===== config.mk =====
export PLATFORM = sky130hd
export DESIGN_NAME = van_pulse_byte_decoder
export DESIGN_NICKNAME = d
export VERILOG_FILES = /design/src/rtl/vpbd_pkg.sv /design/src/rtl/van_pulse_byte_decoder.sv /design/src/rtl/vpbd_ctrl.sv /design/src/rtl/vpbd_dp.sv
export VERILOG_INCLUDE_DIRS = /design/src /design/src/rtl
export SDC_FILE = /design/constraint.sdc
export NUM_CORES = 1
export LEC_CHECK = 0
export BUFFER_PORTS_ARGS = -buffer_cell sky130_fd_sc_hd__buf_2
export CAP_MARGIN = 20
export CORE_ASPECT_RATIO = 0.7
export CORE_UTILIZATION = 25
export DETAILED_ROUTE_END_ITERATION = 10
export GPL_TIMING_DRIVEN = 0
export HOLD_SLACK_MARGIN = 0.12
export MAX_ROUTING_LAYER = met4
export RECOVER_POWER = 100
export SLEW_MARGIN = 20
export SYNTH_ARGS = -nofsm -noshare
export SYNTH_HDL_FRONTEND = slang
export SYNTH_SLANG_ARGS = --single-unit

===== constraint.sdc =====
create_clock -name clk -period 7.6 [get_ports clk]
set_clock_uncertainty 0.05 [all_clocks]
set_input_delay 0.38 -clock clk [delete_from_list [all_inputs] [get_ports clk]]
set_output_delay 0.38 -clock clk [all_outputs]
set_load 0.01 [all_outputs]

===== src/rtl/assert_macros.svh =====
// Assertion macros shared by the decoder RTL.
// Depends on nothing; define NO_ASSERTIONS to compile them away.
`ifndef ASSERT_MACROS_SVH
`define ASSERT_MACROS_SVH
`ifndef NO_ASSERTIONS
// A property that must hold at every clock edge outside reset.
`define VPBD_ASSERT(lbl, clk, rst_n, expr) \
	lbl: assert property (@(posedge clk) disable iff (!rst_n) (expr)) \
		else $error("assertion failed");
// A condition that must be followed by another in the next cycle.
`define VPBD_ASSERT_NEXT(lbl, clk, rst_n, ante, cons) \
	lbl: assert property (@(posedge clk) disable iff (!rst_n) (ante) |=> (cons)) \
		else $error("assertion failed");
`else
`define VPBD_ASSERT(lbl, clk, rst_n, expr)
`define VPBD_ASSERT_NEXT(lbl, clk, rst_n, ante, cons)
`endif
`endif


===== src/rtl/vpbd_pkg.sv =====
// Shared types and constants of the pulse to byte decoder.
// Used by the controller, the datapath and the top level.
package vpbd_pkg;

	// Configuration register indexes and port widths.
	localparam int CfgIdxW = 2;
	localparam int CfgDataW = 8;
	localparam logic [CfgIdxW-1:0] RegSliceTicks = 2'd0;
	localparam logic [CfgIdxW-1:0] RegLineInverted = 2'd1;

	// Reset values of the configuration.
	localparam logic [7:0] SliceTicksReset = 8'd8;
	localparam logic LineInvertedReset = 1'b0;

	// Cell positions inside one group of ten.
	localparam logic [3:0] CellFirstMan = 4'd4;
	localparam logic [3:0] CellLast = 4'd9;
	localparam logic [3:0] CellWrapMan = 4'd14;
	localparam logic [7:0] TopBit = 8'h80;

	// Number of restoring division steps for an 8-bit duration.
	localparam int DivSteps = 8;

	typedef struct packed {
		logic frame_start;
		logic level;
		logic [7:0] duration;
	} in_item_t;

	typedef struct packed {
		logic byte_done;
		logic [7:0] data_byte;
	} out_item_t;

	typedef enum logic [2:0] {
		ST_IDLE,
		ST_DIV,
		ST_ROUND,
		ST_CELLS,
		ST_EMIT
	} state_t;

	// Commands from the controller to the datapath.
	typedef struct packed {
		logic load;
		logic div_step;
		logic round_en;
		logic cell_step;
		logic emit;
	} ctrl_t;

	// Status from the datapath to the controller.
	typedef struct packed {
		logic div_last;
		logic cells_zero;
		logic out_free;
	} stat_t;

endpackage


===== src/rtl/van_pulse_byte_decoder.sv =====
// Top level of the pulse to byte decoder: joins controller and datapath.
// Depends on vpbd_pkg, vpbd_ctrl and vpbd_dp.
//
// Decodes enhanced Manchester line pulses into data bytes, one result item per
// pulse item. Each pulse passes in order through loading, eight steps of the
// restoring divider, rounding, one step per bit cell in the cell stepper (the
// cell count is the duration rounded to a whole number of slices), a check that
// sees the cell count run out and the write of the result register. The next
// pulse is taken while a result still waits at the output; the write of its own
// result then waits until the held one is taken.
module van_pulse_byte_decoder (
	input  logic                          clk,
	input  logic                          arst_n,
	input  logic                          in_valid,
	output logic                          in_stall,
	input  vpbd_pkg::in_item_t            in_item,
	output logic                          out_valid,
	input  logic                          out_stall,
	output vpbd_pkg::out_item_t           out_item,
	input  logic                          cfg_we,
	input  logic [vpbd_pkg::CfgIdxW-1:0]  cfg_index,
	input  logic [vpbd_pkg::CfgDataW-1:0] cfg_data
);
	import vpbd_pkg::*;

	ctrl_t ctrl;
	stat_t stat;

	vpbd_ctrl u_ctrl (
		.clk      (clk),
		.arst_n   (arst_n),
		.in_valid (in_valid),
		.in_stall (in_stall),
		.stat     (stat),
		.ctrl     (ctrl)
	);

	vpbd_dp u_dp (
		.clk       (clk),
		.arst_n    (arst_n),
		.in_item   (in_item),
		.out_item  (out_item),
		.out_valid (out_valid),
		.out_stall (out_stall),
		.cfg_we    (cfg_we),
		.cfg_index (cfg_index),
		.cfg_data  (cfg_data),
		.ctrl      (ctrl),
		.stat      (stat)
	);

endmodule


===== src/rtl/vpbd_ctrl.sv =====
// Controller state machine of the pulse to byte decoder.
// Depends on vpbd_pkg and assert_macros.svh.
`include "assert_macros.svh"
module vpbd_ctrl (
	input  logic          clk,
	input  logic          arst_n,
	input  logic          in_valid,
	output logic          in_stall,
	input  vpbd_pkg::stat_t stat,
	output vpbd_pkg::ctrl_t ctrl
);
	import vpbd_pkg::*;

	state_t state_q;
	state_t state_next;

	// State register.
	always_ff @(posedge clk or negedge arst_n) begin
		if (!arst_n) begin
			state_q <= ST_IDLE;
		end else begin
			state_q <= state_next;
		end
	end

	// Next state and commands.
	always_comb begin
		state_next = state_q;
		ctrl = '0;
		in_stall = 1'b1;
		case (state_q)
			ST_IDLE: begin
				in_stall = 1'b0;
				if (in_valid) begin
					ctrl.load = 1'b1;
					state_next = ST_DIV;
				end
			end
			ST_DIV: begin
				ctrl.div_step = 1'b1;
				if (stat.div_last) begin
					state_next = ST_ROUND;
				end
			end
			ST_ROUND: begin
				ctrl.round_en = 1'b1;
				state_next = ST_CELLS;
			end
			ST_CELLS: begin
				if (stat.cells_zero) begin
					state_next = ST_EMIT;
				end else begin
					ctrl.cell_step = 1'b1;
				end
			end
			ST_EMIT: begin
				if (stat.out_free) begin
					ctrl.emit = 1'b1;
					state_next = ST_IDLE;
				end
			end
			default: begin
				state_next = ST_IDLE;
			end
		endcase
	end

	// An accepted item always starts the division.
	`VPBD_ASSERT_NEXT(a_load_div, clk, arst_n, ctrl.load, state_q == ST_DIV)
	// The division always hands over to rounding.
	`VPBD_ASSERT_NEXT(a_div_round, clk, arst_n, ctrl.div_step && stat.div_last,
		state_q == ST_ROUND)
	// Only one command is issued at a time.
	`VPBD_ASSERT(a_one_cmd, clk, arst_n, $onehot0(ctrl))

endmodule


===== src/rtl/vpbd_dp.sv =====
// Datapath of the pulse to byte decoder: configuration, divider, cell stepper, result.
// Depends on vpbd_pkg and assert_macros.svh.
`include "assert_macros.svh"
module vpbd_dp (
	input  logic                              clk,
	input  logic                              arst_n,
	input  vpbd_pkg::in_item_t                in_item,
	output vpbd_pkg::out_item_t               out_item,
	output logic                              out_valid,
	input  logic                              out_stall,
	input  logic                              cfg_we,
	input  logic [vpbd_pkg::CfgIdxW-1:0]      cfg_index,
	input  logic [vpbd_pkg::CfgDataW-1:0]     cfg_data,
	input  vpbd_pkg::ctrl_t                   ctrl,
	output vpbd_pkg::stat_t                   stat
);
	import vpbd_pkg::*;

	logic [7:0] slice_q;
	logic       inv_q;

	logic       lvl_q;
	logic [7:0] dividend_q;
	logic [7:0] rem_q;
	logic [7:0] quot_q;
	logic [2:0] div_cnt_q;
	logic [7:0] cells_q;

	logic [3:0] pos_q;
	logic [7:0] partial_q;
	logic [7:0] sel_q;
	logic       done_q;
	logic [7:0] last_q;

	out_item_t  out_q;
	logic       out_valid_q;

	logic [8:0] trial;
	logic       ge;
	logic [8:0] trial_diff;
	logic [7:0] round_diff;
	logic       round_up;
	logic [8:0] cells_sum;
	logic       manchester;
	logic [3:0] pos_inc;

	// Configuration registers; unknown indexes are ignored.
	always_ff @(posedge clk or negedge arst_n) begin
		if (!arst_n) begin
			slice_q <= SliceTicksReset;
			inv_q <= LineInvertedReset;
		end else if (cfg_we) begin
			case (cfg_index)
				RegSliceTicks: slice_q <= cfg_data[7:0];
				RegLineInverted: inv_q <= cfg_data[0];
				default: ;
			endcase
		end
	end

	// One restoring division step and the final round to nearest, ties down.
	always_comb begin
		trial = {rem_q, dividend_q[7]};
		ge = trial >= {1'b0, slice_q};
		trial_diff = trial - {1'b0, slice_q};
		round_diff = slice_q - rem_q;
		round_up = (rem_q != 8'd0) && (round_diff < rem_q);
		cells_sum = {1'b0, quot_q} + {8'd0, round_up};
		pos_inc = pos_q + 4'd1;
		manchester = pos_q inside {CellFirstMan, CellLast, CellWrapMan};
	end

	// Division registers and the cell count.
	always_ff @(posedge clk) begin
		if (ctrl.load) begin
			lvl_q <= in_item.level ^ inv_q;
			dividend_q <= in_item.duration;
			rem_q <= 8'd0;
			quot_q <= 8'd0;
			div_cnt_q <= 3'd0;
		end else if (ctrl.div_step) begin
			rem_q <= ge ? trial_diff[7:0] : trial[7:0];
			dividend_q <= {dividend_q[6:0], 1'b0};
			quot_q <= {quot_q[6:0], ge};
			div_cnt_q <= div_cnt_q + 3'd1;
		end
		if (ctrl.round_en) begin
			cells_q <= (slice_q == 8'd0) ? 8'd0 : cells_sum[7:0];
		end else if (ctrl.cell_step) begin
			cells_q <= cells_q - 8'd1;
		end
	end

	// Decoder state: cell position, partial byte and bit mask.
	always_ff @(posedge clk or negedge arst_n) begin
		if (!arst_n) begin
			pos_q <= 4'd0;
			partial_q <= 8'd0;
			sel_q <= TopBit;
			done_q <= 1'b0;
			last_q <= 8'd0;
		end else if (ctrl.load) begin
			done_q <= 1'b0;
			last_q <= 8'd0;
			if (in_item.frame_start) begin
				pos_q <= 4'd0;
				partial_q <= 8'd0;
				sel_q <= TopBit;
			end
		end else if (ctrl.cell_step) begin
			if (!manchester) begin
				if (lvl_q) begin
					partial_q <= partial_q | sel_q;
				end
				sel_q <= sel_q >> 1;
				pos_q <= pos_inc;
			end else if (pos_q == CellLast) begin
				last_q <= partial_q;
				done_q <= 1'b1;
				partial_q <= 8'd0;
				sel_q <= TopBit;
				pos_q <= 4'd0;
			end else begin
				pos_q <= pos_inc;
			end
		end
	end

	// Result register; it holds until the item is taken.
	always_ff @(posedge clk or negedge arst_n) begin
		if (!arst_n) begin
			out_valid_q <= 1'b0;
		end else if (ctrl.emit) begin
			out_valid_q <= 1'b1;
		end else if (!out_stall) begin
			out_valid_q <= 1'b0;
		end
	end

	always_ff @(posedge clk) begin
		if (ctrl.emit) begin
			out_q.byte_done <= done_q;
			out_q.data_byte <= done_q ? last_q : 8'd0;
		end
	end

	assign out_item = out_q;
	assign out_valid = out_valid_q;
	assign stat.div_last = (div_cnt_q == 3'(DivSteps - 1));
	assign stat.cells_zero = (cells_q == 8'd0);
	assign stat.out_free = !out_valid_q || !out_stall;

	// The bit mask is one-hot or exhausted.
	`VPBD_ASSERT(a_sel_onehot, clk, arst_n, $onehot0(sel_q))
	// The cell position never leaves the group of ten.
	`VPBD_ASSERT(a_pos_range, clk, arst_n, pos_q <= CellLast)
	// A result is shown right after it is written.
	`VPBD_ASSERT_NEXT(a_emit_valid, clk, arst_n, ctrl.emit, out_valid_q)

endmodule

==> results by stage <==
Outcome:
- The run finished, with violations left.
- The final reports fail on max-capacitance violations, max-slew violations.

Logic synthesis:
- Counting every net in the synthesized netlist gives between 400 and 500.
- Of the post-synthesis cell area, the part taken by muxes is 1.88%.
- Synthesis handed over a netlist of between 400 and 500 instances.
- The cell area that synthesis handed to floorplanning was between 0.004 and 0.005 mm².
- Yosys mapped a number of flops with a built-in enable equal to 26.
- The parity-gate share of the synthesized area counting xor and xnor cells is 4.85%.
- The post-synthesis share of cell area spent on and, or, nand and nor gates is 15.0%.
- The Yosys step of the flow raised 0 warnings.
- In this run, distinct cell masters in the synthesized netlist total 58.
- The most common flop cell mapped by yosys is dfrtp_1.
- After synthesis the netlist holds a flip-flop and latch count of 87.
- The post-synthesis async set-or-reset flop share is about 48%.
- For this run, the register share of the synthesized area comes to 49.0%.
- The adder and majority gate portion of the synthesized area is 9.48%.
- Summing the areas of all compound-gate instances in the mapped netlist gives around 16% of the synthesized area.
- After synthesis, the mean cell area works out to ~10 µm².
- After synthesis, the largest family of logic cells by area is compound AO/OA/AOI/OAI gates.

Setup path:
- The critical path crosses 18 cells after its start point.
- The signal on the critical path passes through nand2b_1, fa_1, a21o_1, a21oi_1, nor2b_1, o21ai_0, nand2_1, xor2_1, ha_1, a21o_1, a221o_1, nor2_1, ha_1, ha_1, and3_1, nand3_1, xor2_1, o22ai_1.
- The buffers plus inverters on the worst setup path is 0.
- For the worst setup path, the data required time is roughly 7600 ps.
- The cell type group with the largest total delay on the critical path is compound AO/OA/AOI/OAI gates.
- The slowest cell on the critical path is dfrtp_1.
- In this design, the stage delay of the slowest critical-path cell is approximately 450 ps.
- The worst setup path is of the reg2reg kind.
- The critical path arrival is about 4200 ps.
- The worst register-to-register path begins at u_dp.slice_q[0].
- The endpoint class of the critical path is a flip-flop.
- The maximum fanout along the worst path is 5.
- In this run the register-to-register setup slack is between 3000 and 4000 ps.
- The number of cells on the worst reg-to-reg path is 18.
- The capture point of the worst reg-to-reg path is u_dp.cells_q[6].
- The cell that appears most often on the critical path is ha_1.
- STA classifies the critical path startpoint as a flip-flop.

STA:
- The max-slew violation count came to 43.
- Based on the critical path, the design can be clocked at up to 0.240 GHz.
- Setup repair after global routing left no endpoint under its margin.
- The worst-case headroom to the max-slew limit is -61.9%.
- Dividing the final minimum period by the clock period gives a little over half.
- Across all setup checks in the final design, the least slack found is 3440 ps.
- The transition time at the pin with the least slew margin is 2430 ps.
- Final hold analysis gives a worst-case slack of just over 200 ps.
- The routed design could run at a clock period as short as between 4000 and 5000 ps.
- The hold violation count in the final report is 0.
- Setup violations remaining at the end of the flow were counted as 0.
- Adding up every negative setup slack in the final design gives 0 ps.

Power:
- In this run, the combinational gates consume between 40 and 50% of the power.
- The switching share of power is around 38%.
- Per report_power, the clock group accounts for slightly below 20% of the total.
- The net switching power is around 840 µW.
- Dividing total power by cell area gives a power density of around 410 mW/mm².
- The design internal power is roughly 1300 µW.
- Summing internal, switching and leakage power gives ~2200 µW.
- The register share of total power is between 30% and 40%.
- The leakage power of the design is 0.00224 µW.
- The worst-case IR drop observed on VDD is between 150 and 200 µV.

Floorplan:
- The effective utilization at floorplan is 25.9%.
- Measured along the y axis, the die boundary spans approximately 110 µm.
- The die area is between 0.015 and 0.02 mm².
- The number of top-level design ports is 36.
- In this run the core area contains 40 standard-cell rows.
- The die boundary width is 163 µm.
- The region available for standard cell placement spans around 0.017 mm².

Detailed routing:
- The number of iterations in the first detailed-routing pass is 4.
- The number of antenna-violating nets in the routed design is 0.
- The average wire length per cell after detail routing is between 10 and 15 µm.
- The detailed router finished its first iteration with a little over 200 violations.
- Wires add up to roughly 9700 µm.
- The post-detailed-route DRC marker count is 0.
- The highest metal layer carrying signal wires in the routed design is met4.
- The sum of met3 wire segment lengths after detailed routing is between 200 and 300 µm.
- Summed over all nets, wire length on met2 after detailed routing comes to slightly above 4000 µm.
- The routed metal-1 wirelength is around 5000 µm.
- The number of vias per cell after detailed routing is around 4.5.
- Across all layers, the routed design uses between 3000 and 4000 vias.

GRT:
- The initial antenna violation count came to 0.
- The via count of the first global-routing pass is 3251.
- The all-layer global routing usage is 11.6%.
- After global routing the overflow that remains totals 0.
- The first global-routing pass estimated 16400 µm of wire.
- Entering global routing, the biggest net connects 43 pins.

CTS:
- At the later pin of the worst-skew pair, clock insertion delay measures approximately 340 ps.
- The number of buffers created by CTS is 9.
- The TritonCTS clock tree is built.
- After clock tree synthesis, the clock-pin slew on the worst setup and hold paths is 60 ps.
- The clock tree buffer depth is 2.
- The H-tree was split into 3 levels.
- The clock net sink count is 87.
- The number of post-CTS setup repair buffers is 0.
- The buffer type at the clock tree root is clkbuf_16.

Finish:
- The library cell used most frequently in the layout, excluding fill and tap cells, is nand2_1.
- Of the cells placed in the final design, the portion with a size suffix greater than 1 is roughly 11%.
- The repair_antennas step left the layout with diodes totalling 0.
- The final-stage net count is 546.
- The library cells used most frequently in the layout, excluding fill and tap cells, are nand2_1 (53), dfrtp_1 (40), inv_1 (36), o21ai_0 (32), ha_1 (31).
- The area growth from synthesis to layout is 16.0%.

Hold path:
- The number of stages on the worst hold path is 3.
- The startpoint of the most critical hold path is cfg_data[2].
- The worst hold path belongs to the class in2reg.
- The path with the worst hold slack has its endpoint at u_dp.slice_q[2].

Job:
- The reported max-cap violation count is 2.

Placed design:
- Prior to clock tree synthesis, the placed netlist has a worst setup slack of ~3500 ps.
- The congestion estimate from routability-driven global placement came to 0.834.
- The number of buffers inserted by port buffering is 35.
- Detailed placement ended at an HPWL of between 7000 and 8000 µm.
-- cell usage after synthesis (3+ instances only) --
master | n | area (µm²)
edfxtp_1 | 26 | 781
a22o_2 | 7 | 70.1
ha_1 | 31 | 388
nand3_1 | 16 | 80.1
inv_1 | 36 | 135
dfxtp_1 | 19 | 380
nor2b_1 | 5 | 31.3
xor2_1 | 9 | 78.8
nor2_1 | 21 | 78.8
xnor2_1 | 16 | 140
mux2_2 | 4 | 45.0
clkbuf_1 | 9 | 33.8
nand3b_1 | 4 | 30.0
nor4_1 | 3 | 18.8
o22ai_1 | 12 | 75.1
dfrtp_1 | 40 | 1000
a21oi_1 | 16 | 80.1
o21ai_0 | 30 | 150
mux2i_1 | 4 | 40.0
and3_1 | 4 | 25.0
and2_1 | 10 | 62.6
a22o_1 | 9 | 78.8
o31ai_1 | 4 | 30.0
o21ai_1 | 4 | 20.0
nand2_1 | 53 | 199
nand2b_1 | 4 | 25.0
a21o_1 | 6 | 45.0
-- per-stage QoR --
stage | cell area [µm²] | util (%) | instances
after floorplan | 4520 | - | 441
after global placement | 4980 | 28.6 | 707
after detailed placement | 4980 | 28.6 | 707
after CTS | 5280 | 30.3 | 723
after global routing | 5240 | 30.1 | 724
final | 5240 | 30.1 | 724
-- cell type report --
class,count,area [µm²]
Buffer,12,46.3
Clock buffer,13,282
Clock inverter,3,15.0
Fill cell,1801,12200
Inverter,36,135
Multi-Input combinational cell,306,2090
Sequential cell,87,2210
Tap cell,231,289
Timing Repair Buffer,36,170
-- repair_timing --
action	CTS	global route
hold buffers	0	1
hold endpoints to repair	0	40
gates resized for setup	0	0
-- power by group through the flow --
stage          Sequential [µW]  Combinational [µW]  Clock [µW]
6_report                   808                 935         429
5_1_grt                    831                1070         462
4_1_cts                    809                 950         441
3_5_place_dp               815                 942           0
3_3_place_gp               808                 913           0
2_1_floorplan              775                 731           0
-- state kept, by name, indices dropped and copies added, names as in the netlist, 3 cells and up --
| name | cells |
|---|---|
| u_dp.out_item | 9 |
| u_dp.cells_q | 8 |
| u_dp.dividend_q | 8 |
| u_dp.last_q | 8 |
| u_dp.partial_q | 8 |
| u_dp.quot_q | 8 |
| u_dp.rem_q | 8 |
| u_dp.sel_q | 8 |
| u_dp.slice_q | 8 |
| u_dp.pos_q | 4 |
| u_ctrl.state_q | 3 |
| u_dp.div_cnt_q | 3 |
-- cells by family after synthesis --
family                   count (synthesis)
XOR/XNOR                                25
AND/OR/NAND/NOR                        136
adder cells (fa/ha/maj)                 33
AO/OA/AOI/OAI                          104
multiplexers                             8
flip-flops                              87
buffers and inverters                   48
-- worst min-delay path: cells and delay by family --
family,cells,cell delay (ps)
AND/OR/NAND/NOR,1,30
AO/OA/AOI/OAI,1,60
buffers and inverters,1,80
-- per-layer routing --
metal  vias up  track usage, %
li1       1657               -
met1      1537            15.7
met2        38            16.5
met3        11            3.69
met4         0            3.30
met5         -               -
-- worst max path at each step --
| stage | slack (ps) | startpoint | to |
|---|---|---|---|
| 2_1_floorplan | 3910 | u_dp.slice_q[0] | u_dp.cells_q[6] |
| 3_3_place_gp | 3490 | u_dp.slice_q[0] | u_dp.cells_q[6] |
| 3_5_place_dp | 3460 | u_dp.slice_q[0] | u_dp.cells_q[6] |
| 4_1_cts | 3440 | u_dp.slice_q[0] | u_dp.cells_q[6] |
| 5_1_grt | 3160 | u_dp.slice_q[0] | u_dp.cells_q[6] |
| 6_report | 3440 | u_dp.slice_q[0] | u_dp.cells_q[6] |
Note: power is estimated with default switching activity, not from simulation.
